### src/srvrx_pkg.sv
`timescale 1ns / 1ps

package srvrx_pkg;

  // Byte that marks both header positions.
  localparam logic [7:0]  HeaderByte  = 8'h21;
  // Servo value that means "leave this servo where it is".
  localparam logic [7:0]  SkipValue   = 8'hFF;
  // Robot id after reset.
  localparam logic [15:0] RobotIdRst  = 16'd24;

  // Receive phases, one-hot.
  typedef enum logic [6:0] {
    PH_HUNT  = 7'b0000001,
    PH_HDR2  = 7'b0000010,
    PH_IDLO  = 7'b0000100,
    PH_IDHI  = 7'b0001000,
    PH_LEFT  = 7'b0010000,
    PH_RIGHT = 7'b0100000,
    PH_GRIP  = 7'b1000000
  } phase_e;

  // Raw contents of a completed frame.
  typedef struct packed {
    logic [7:0]  id_lo;
    logic [7:0]  id_hi;
    logic [7:0]  left;
    logic [7:0]  right;
    logic [7:0]  grip;
    logic [15:0] count;
  } frame_t;

  // One decoded result item.
  typedef struct packed {
    logic        id_match;
    logic [15:0] frame_id;
    logic        left_valid;
    logic [11:0] left_angle;
    logic        right_valid;
    logic [11:0] right_angle;
    logic        grip_valid;
    logic [11:0] grip_angle;
    logic [15:0] frame_count;
  } result_t;

  // Value times ten as shift-and-add; fits 12 bits for every 8-bit value.
  function automatic logic [11:0] times_ten(input logic [7:0] v);
    logic [11:0] w;
    begin
      w = {4'd0, v};
      times_ten = (w << 3) + (w << 1);
    end
  endfunction

endpackage

### src/srvrx_parser.sv
`timescale 1ns / 1ps

module srvrx_parser import srvrx_pkg::*; (
  input  logic       clk_i,
  input  logic       rst_ni,
  input  logic       step_i,
  input  logic [7:0] byte_i,
  output logic       done_o,
  output frame_t     frame_o
);

  phase_e      phase_q, phase_d;
  logic [7:0]  id_lo_q, id_hi_q, left_q, right_q;
  logic [15:0] count_q;
  logic        is_hdr;

  assign is_hdr = (byte_i == HeaderByte);

  // The byte in hand completes a frame when the gripper value is expected.
  assign done_o = (phase_q == PH_GRIP);

  // Next phase for the byte in hand.
  always_comb begin
    unique case (phase_q)
      PH_HUNT:  phase_d = is_hdr ? PH_HDR2 : PH_HUNT;
      PH_HDR2:  phase_d = is_hdr ? PH_IDLO : PH_HUNT;
      PH_IDLO:  phase_d = PH_IDHI;
      PH_IDHI:  phase_d = PH_LEFT;
      PH_LEFT:  phase_d = PH_RIGHT;
      PH_RIGHT: phase_d = PH_GRIP;
      PH_GRIP:  phase_d = PH_HUNT;
      default:  phase_d = is_hdr ? PH_HDR2 : PH_HUNT;
    endcase
  end

  // Phase register and frame counter.
  always_ff @(posedge clk_i or negedge rst_ni) begin
    if (!rst_ni) begin
      phase_q <= PH_HUNT;
      count_q <= '0;
    end else if (step_i) begin
      phase_q <= phase_d;
      if (done_o) begin
        count_q <= count_q + 16'd1;
      end
    end
  end

  // Data byte capture.
  always_ff @(posedge clk_i or negedge rst_ni) begin
    if (!rst_ni) begin
      id_lo_q <= '0;
      id_hi_q <= '0;
      left_q  <= '0;
      right_q <= '0;
    end else if (step_i) begin
      if (phase_q == PH_IDLO) id_lo_q <= byte_i;
      if (phase_q == PH_IDHI) id_hi_q <= byte_i;
      if (phase_q == PH_LEFT) left_q  <= byte_i;
      if (phase_q == PH_RIGHT) right_q <= byte_i;
    end
  end

  // The gripper value is the byte in hand; the count includes this frame.
  always_comb begin
    frame_o.id_lo = id_lo_q;
    frame_o.id_hi = id_hi_q;
    frame_o.left  = left_q;
    frame_o.right = right_q;
    frame_o.grip  = byte_i;
    frame_o.count = count_q + 16'd1;
  end

endmodule

### src/srvrx_decode.sv
`timescale 1ns / 1ps

module srvrx_decode import srvrx_pkg::*; (
  input  frame_t      frame_i,
  input  logic [15:0] robot_id_i,
  output result_t     result_o
);

  logic [15:0] fid;
  logic        match;
  logic        lv, rv, gv;

  assign fid   = {frame_i.id_hi, frame_i.id_lo};
  assign match = (fid == robot_id_i);
  assign lv    = match && (frame_i.left  != SkipValue);
  assign rv    = match && (frame_i.right != SkipValue);
  assign gv    = match && (frame_i.grip  != SkipValue);

  // Angles are zero for any servo that does not move.
  always_comb begin
    result_o.id_match    = match;
    result_o.frame_id    = fid;
    result_o.left_valid  = lv;
    result_o.left_angle  = lv ? times_ten(frame_i.left) : 12'd0;
    result_o.right_valid = rv;
    result_o.right_angle = rv ? times_ten(frame_i.right) : 12'd0;
    result_o.grip_valid  = gv;
    result_o.grip_angle  = gv ? times_ten(frame_i.grip) : 12'd0;
    result_o.frame_count = frame_i.count;
  end

endmodule

### src/servo_command_packet_receiver_core.sv
`timescale 1ns / 1ps
// A byte is registered on acceptance and, if it completes a frame, its result
// passes from the input register to the result register when the latter is free.
// Throughput: one byte per cycle; only the result register stalls the input.
// Reset (rst_ni, asynchronous, active low) clears both pipeline registers,
// returns to header hunting, zeroes the frame counter and sets robot id to 24.
module servo_command_packet_receiver_core import srvrx_pkg::*; (
  input  logic        clk_i,
  input  logic        rst_ni,
  input  logic        cfg_we_i,
  input  logic [15:0] cfg_wdata_i,
  input  logic        in_valid_i,
  output logic        in_ready_o,
  input  logic [7:0]  rx_byte_i,
  output logic        out_valid_o,
  input  logic        out_ready_i,
  output logic        id_match_o,
  output logic [15:0] frame_id_o,
  output logic        left_valid_o,
  output logic [11:0] left_angle_o,
  output logic        right_valid_o,
  output logic [11:0] right_angle_o,
  output logic        grip_valid_o,
  output logic [11:0] grip_angle_o,
  output logic [15:0] frame_count_o
);

  logic [15:0] robot_id_q;
  logic        in_valid_q;
  logic [7:0]  byte_q;
  logic        out_valid_q;
  result_t     out_q;
  logic        done;
  logic        out_free;
  logic        adv;
  frame_t      frame;
  result_t     result;

  // Configuration register.
  always_ff @(posedge clk_i or negedge rst_ni) begin
    if (!rst_ni) begin
      robot_id_q <= RobotIdRst;
    end else if (cfg_we_i) begin
      robot_id_q <= cfg_wdata_i;
    end
  end

  // A registered byte moves on unless it completes a frame and the result
  // register is still occupied.
  assign out_free   = !out_valid_q || out_ready_i;
  assign adv        = in_valid_q && (!done || out_free);
  assign in_ready_o = !in_valid_q || adv;

  // Input register.
  always_ff @(posedge clk_i or negedge rst_ni) begin
    if (!rst_ni) begin
      in_valid_q <= 1'b0;
      byte_q     <= '0;
    end else if (in_ready_o) begin
      in_valid_q <= in_valid_i;
      byte_q     <= rx_byte_i;
    end
  end

  srvrx_parser u_parser (
    .clk_i   (clk_i),
    .rst_ni  (rst_ni),
    .step_i  (adv),
    .byte_i  (byte_q),
    .done_o  (done),
    .frame_o (frame)
  );

  srvrx_decode u_decode (
    .frame_i    (frame),
    .robot_id_i (robot_id_q),
    .result_o   (result)
  );

  // Result register.
  always_ff @(posedge clk_i or negedge rst_ni) begin
    if (!rst_ni) begin
      out_valid_q <= 1'b0;
      out_q       <= '0;
    end else if (out_free) begin
      out_valid_q <= adv && done;
      out_q       <= result;
    end
  end

  assign out_valid_o   = out_valid_q;
  assign id_match_o    = out_q.id_match;
  assign frame_id_o    = out_q.frame_id;
  assign left_valid_o  = out_q.left_valid;
  assign left_angle_o  = out_q.left_angle;
  assign right_valid_o = out_q.right_valid;
  assign right_angle_o = out_q.right_angle;
  assign grip_valid_o  = out_q.grip_valid;
  assign grip_angle_o  = out_q.grip_angle;
  assign frame_count_o = out_q.frame_count;

endmodule

### config.mk
export PLATFORM = sky130hd
export DESIGN_NAME = servo_command_packet_receiver_core
export DESIGN_NICKNAME = d
export VERILOG_FILES = /design/src/srvrx_pkg.sv /design/src/srvrx_parser.sv /design/src/srvrx_decode.sv /design/src/servo_command_packet_receiver_core.sv
export SDC_FILE = /design/constraint.sdc
export NUM_CORES = 1
export LEC_CHECK = 0
export CAP_MARGIN = 20
export CORE_MARGIN = 2
export CORE_UTILIZATION = 64
export CTS_CLUSTER_SIZE = 24
export DETAILED_ROUTE_END_ITERATION = 8
export DONT_BUFFER_PORTS = 1
export PLACE_DENSITY = 0.8
export SLEW_MARGIN = 25
export SYNTH_ARGS = -nofsm -noshare
export SYNTH_HDL_FRONTEND = slang
export SYNTH_HIERARCHICAL = 1
export SYNTH_SLANG_ARGS = --single-unit
### constraint.sdc
create_clock -name clk_i -period 4.19 [get_ports clk_i]
set_input_delay 0.419 -clock clk_i [delete_from_list [all_inputs] [get_ports clk_i]]
set_output_delay 0.419 -clock clk_i [all_outputs]
set_load 0.02 [all_outputs]
# Yosys cells after proc, flatten, opt, wreduce, memory -nomap -nowiden
# Index checks and enable logic that the tools add are counted.
# totals
regBits	153
latch_bits	0
mem_bits_rw	0
rom_bits	0
in_bits	29
word_cells	56
memories	0
# classes
n_addsub	4
mul	0
div	0
magnitude_cmp	0
eq_ne	11
n_shift	0
n_mux	6
bitwise_logic	0
n_reduce_logical	16
# op_table
operator	count
7-bit case mux with 6 select lines	1
11-bit by 9-bit adder with 12-bit output	3
12-bit two-way mux	3
8-bit inequality test (second input constant)	3
16-bit by 1-bit adder with 16-bit output (second input constant)	1
16-bit == test	1
2-bit AND reduction	5
8-bit by 6-bit == test with 1-bit output (second input constant)	1
7-bit by 2-bit == test with 1-bit output (second input constant)	1
7-bit by 3-bit == test with 1-bit output (second input constant)	1
7-bit by 4-bit == test with 1-bit output (second input constant)	1
7-bit by 5-bit == test with 1-bit output (second input constant)	1
7-bit by 6-bit == test with 1-bit output (second input constant)	1
7-bit == test (second input constant)	1
1-bit logical AND	5
1-bit zero test	3
1-bit logical OR	3
3-bit two-way mux	1
2-bit two-way mux	1

# Depth between registers and ports, before layout
# logic_depth
depth_word	5
depth_mapped	9
mapped_depth_nobuf	8

# Hierarchy
# The synthesis kept the hierarchy.
# modules_own_cells
module	n_inst	cells_each	area_each_um2	seq_area_each_um2
servo_command_packet_receiver_core	1	212	3951.3	2454.9
srvrx_parser	1	208	2577.5	1377.6
srvrx_decode	1	210	1512.7	0.0

# Worst setup path before layout
# No wires, ideal clock.
# synth_path
path_kind	reg2reg
start	register byte_q[0]
end	register out_q (netlist bit grip_angle_o[9])
setup_time_ns	0.125
arrival_time_ns	2.217
setup_slack_ns	1.848
path_stages_with_launch	10
n_path_buf	1
cell_sequence	dfrtp_1 -> buf_4 -> ha_1 -> fa_1 -> a211oi_1 -> o21bai_1 -> a21oi_1 -> xor2_1 -> nor2_1 -> mux2_4
# synth_rtl
element	line	text
start: declaration	servo_command_packet_receiver_core.sv:30	logic [7:0] byte_q;
start signal: assignment	servo_command_packet_receiver_core.sv:61	byte_q <= rx_byte_i;
end signal: assignment	servo_command_packet_receiver_core.sv:87	out_q <= result;
end: declaration	servo_command_packet_receiver_core.sv:32	result_t out_q;

# Final worst setup path
# layout_path
start	register out_valid_q (netlist: out_valid_o)
end	register u_parser.right_q[4]
# layout_via
elab_chain_len	5
# layout_rtl
element	line	text
start: declaration	servo_command_packet_receiver_core.sv:31	logic out_valid_q;
start signal: assignment	servo_command_packet_receiver_core.sv:86	out_valid_q <= adv && done;
1-bit zero test	servo_command_packet_receiver_core.sv:50	assign out_free = !out_valid_q || out_ready_i;
1-bit logical OR	servo_command_packet_receiver_core.sv:50	
1-bit logical OR	servo_command_packet_receiver_core.sv:51	assign adv = in_valid_q && (!done || out_free);
1-bit logical AND	servo_command_packet_receiver_core.sv:51	
net adv	servo_command_packet_receiver_core.sv:35	logic adv;
2-bit AND reduction (no line)	n/a	
end signal: assignment	srvrx_parser.sv:60	if (phase_q == PH_RIGHT) right_q <= byte_i;
end: declaration	srvrx_parser.sv:13	logic [7:0] id_lo_q, id_hi_q, left_q, right_q;
# The timed path passes the listed nets, and every way through them passes these cells.
# A chain may end at the register's enable or synchronous reset.

==> impl_metrics.py <==
metrics = {
    "placement": {
        "gp_congestion": 0.8524,
        "detailedPlace.worstSlack_ps": 1347,
        "placed_cells_incl_taps": 734,
        "portBuffers": 0,
        "post_dp_cell_area_um2": 7716,
        "place.detailed.hpwl_um": 9914,
    },
    "final_layout": {
        "area.growth.synth_to_final_pct": 3.174,
        "postLayoutCellArea_um2": 8297,
        "drive_gt1_share_pct": 30.38,
        "nNetsFinal": 637,
        "multi_input_comb_area_um2": 3598,
        "utilization_pct": 68.22,
        "final-seq-area_um2": 3832,
        "diodes": 0,
        "post_layout_nonfiller_instances": 767,
        "fill_cells": 877,
    },
    "critical_path": {
        "crit_path_cell_trace": "nand2b_4 > o21a_1 > nor4b_4 > nor3b_2 > nand3_2 > mux2_1",
        "criticalPathCategory": "reg2reg",
        "reg2regPathDepth": 6,
        "worst_r2r_endpoint": "u_parser/right_q[4]$_DFFE_PN0P_",
        "path_buf_inv": 0,
        "r2r-start": "out_valid_o$_DFFE_PN0P_",
        "path_delay_family": "simple AND/OR/NAND/NOR gates",
        "critical_path_required_ps": 4490,
        "timing.critical_path.arrival_ps": 3160,
        "timing.critical_path.slowest_cell_delay_ps": 510,
        "worst-path-stages": 6,
        "setup.worst_path.start_class": "register",
        "timing.critical_path.slowest_stage_cell": "nand2b_4",
        "timing.critical_path.to_type": "register",
        "crit_start": "out_valid_o$_DFFE_PN0P_",
        "critical_path.endpoint": "u_parser/right_q[4]$_DFFE_PN0P_",
        "critPathMaxFanout": 33,
        "setup.reg_to_reg.worst_slack_ps": 1330,
    },
    "die": {
        "placement_rows": 40,
        "die_y_um": 116.1,
        "die_width_um": 116.1,
        "fp.coreArea_um2": 12160,
        "floorplan.initialDensity_pct": 66.12,
        "die_area_um2": 13480,
        "io_pins": 103,
    },
    "grt": {
        "antenna_found_initial": 0,
        "via_count_of_the_first_global_routing_pass": 4824,
        "global_route_wire_length_before_repair_um": 24670,
        "grt_util_all_layers_pct": 23.71,
        "globalRoute.totalOverflow": 0,
        "grt_max_degree": 154,
    },
    "drt": {
        "via_density_per_instance": 5.870,
        "finalWirelength_um": 14830,
        "drt_first_pass_iters": 6,
        "initialDrtViolationCount": 290,
        "drc": 0,
        "vias": 4502,
        "routedWlPerCell_um": 19.33,
        "drtAntennaViolNets": 0,
    },
    "sta": {
        "timing.setup.tns_ps": 0,
        "timing.final.max_slew_violations": 0,
        "hold-worst-slack_ps": -41.68,
        "max_clock_freq_ghz": 0.3493,
        "final_hold_viol_count": 29,
        "setup-violations-final": 0,
        "unrepaired_setup_endpoints_after_global_routing": "no",
        "finalWorstPathRequiredPeriod_ps": 2863,
        "finalCritPeriodShare_pct": 68.33,
        "slew_hr_pct": 41.95,
        "max_slew.worst_pin.slew_ps": 866.2,
        "clock-skew-final_ps": 6.165,
        "worst_path_setup_slack_after_routing_ps": 1327,
    },
    "run_status": {
        "failed_checks": "hold timing",
        "run_status": "complete, but fails checks",
    },
    "clock_network": {
        "cts-buffers-inserted": 17,
        "post_cts.resized_instances": 0,
        "clock_latency_ps": 420,
        "ctsHoldBuffers": 1,
        "h-tree-depth": 4,
        "ctsLongestPathBuffers": 2,
        "cts_tree": "done",
        "postCtsSetupBuffers": 0,
        "cts_sinks": 153,
        "clock-root-buffer": "clkbuf_16",
        "clk_pin_slew_ps": 60,
    },
    "run": {
        "drv.max_cap_violation_count": 0,
    },
    "synthesis": {
        "yosysWarningCount": 6,
        "yosysUniqueCellTypes": 53,
        "synth-async-reset-ratio_pct": 100.0,
        "count_of_flip_flops_with_a_built_in_enable_after_synthesis": 0,
        "yosys_register_bits": 153,
        "synth.avg_cell_area_um2": 12.76,
        "synth_area_um2": 8041,
        "number_of_standard_cells_after_synthesis": 630,
        "synth_top_flop_cell": "dfrtp_1",
        "synth_seq_area_share_pct": 47.66,
    },
    "power": {
        "ir_worst_vdd_v": 0.0003181,
        "power_per_cell_area_nw_per_um2": 381.9,
        "power_leakage_nw": 4.046,
    },
    "min_path": {
        "hp-class": "in2async",
    },
}
cell usage after synthesis (all sizes together) (2+ instances only):
cell / instances / area share (%)
nand2b: 4 / 0.40
clkbuf: 4 / 0.19
nand4: 16 / 1.2
xor2: 19 / 2.1
nor2b: 8 / 0.62
nand3: 11 / 0.81
nor3b: 2 / 0.25
o311ai: 2 / 0.22
o21bai: 4 / 0.37
mux2: 131 / 21
dfstp: 3 / 0.98
dfrtp: 150 / 47
and3: 6 / 0.47
a211oi: 9 / 0.84
and2: 4 / 0.31
fa: 3 / 0.75
a311o: 3 / 0.37
buf: 63 / 6.7
nor4b: 4 / 0.62
ha: 19 / 3.0
o21ai: 14 / 1.0
inv: 18 / 0.84
nand2: 20 / 0.93
nor2: 36 / 1.7
nor3: 10 / 0.62
xnor2: 38 / 4.1
nor4: 5 / 1.0
a21oi: 12 / 0.79
a21o: 4 / 0.37
cell type report:
type / instances / share of cell area, %
Inverter: 18 / 0.8144
Sequential cell: 153 / 46.19
Tap cell: 168 / 2.534
Timing Repair Buffer: 2 / 0.4223
Clock inverter: 10 / 0.8294
Clock buffer: 22 / 5.836
Multi-Input combinational cell: 394 / 43.37
how the worst min path moves through the flow:
stage                                         to  slack, ps  startpoint
finish              frame_count_o[2]$_DFFE_PN0P_        -40      rst_ni
global route        frame_count_o[2]$_DFFE_PN0P_         50      rst_ni
CTS                 frame_count_o[2]$_DFFE_PN0P_         40      rst_ni
detailed placement  frame_count_o[2]$_DFFE_PN0P_        130      rst_ni
global placement    frame_count_o[2]$_DFFE_PN0P_        130      rst_ni
floorplan                  byte_q[0]$_DFFE_PN0P_        120      rst_ni
where the power goes:
group          internal [mW]  switching (mW)
Combinational         0.0863          0.0892
Clock                  0.818           0.595
Sequential              1.52          0.0596
Total                   2.42           0.744
routing by layer:
| layer | vias up | share of wire, % | global-route usage, % |
|---|---|---|---|
| li1 | 2066 | - | - |
| met1 | 2286 | 41 | 29.22 |
| met2 | 121 | 51 | 39.84 |
| met3 | 29 | 5.7 | 6.902 |
| met4 | 0 | 2.2 | 9.048 |
| met5 | - | 0 | 0 |
flip-flops by register name, summed over array words and instances (netlist names), 7 cells and up:
signal,count
byte_q,8
frame_count_o,16
frame_id_o,16
grip_angle_o,12
left_angle_o,12
right_angle_o,12
robot_id_q,16
u_parser/count_q,16
u_parser/id_hi_q,8
u_parser/id_lo_q,8
u_parser/left_q,8
u_parser/phase_q,7
u_parser/right_q,8
layout by cell type (no fill, tap or decap), types with 3 or more instances in the layout:
cell type   Yosys  layout
nor4b_1         3       3
xnor2_1        38      38
and2_1          4       4
nand2b_1        3       3
nand4_1        16      16
and3_1          6       6
nor2_1         36      36
dfstp_2         3       3
a21o_1          4       4
o21bai_1        4       4
o21ai_2         3       3
nand3_1         9       9
ha_1           19      19
o21ai_0        11      11
clkbuf_8        0       4
a21oi_1        11      11
clkinv_2        0       4
xor2_1         19      19
a311o_1         3       3
mux2_2         72      72
a211oi_1        9       9
inv_1          17      17
nand2_1        20      20
nor3_1         10      10
clkbuf_16       0      17
mux2_4         58      58
nor4_2          3       3
conb_1          1       3
dfrtp_1       150     150
nor2b_1         8       8
clkinvlp_4      0       3
fa_1            3       3
cells by family after synthesis:
| group | after synthesis | synth area share [%] |
|---|---|---|
| xor gates and xnor gates | 57 | 6.208 |
| adders and majority gates | 22 | 3.703 |
| other | 1 | 0.04663 |
| DFF | 153 | 47.66 |
| buffers and inverters | 85 | 7.686 |
| and+or+nand+nor | 130 | 9.367 |
| AOI/OAI and AO/OA | 51 | 4.279 |
| muxes | 131 | 21.05 |
stage by stage:
step	hold slack, ps	power, mW
final	-41.68	3.169
after global routing	45.62	3.288
after CTS	40.94	3.192
after detailed placement	129.4	1.750
after global placement	128.2	1.739
after floorplan	123.4	1.730
No activity file was read; power rests on OpenSTA's default activity.
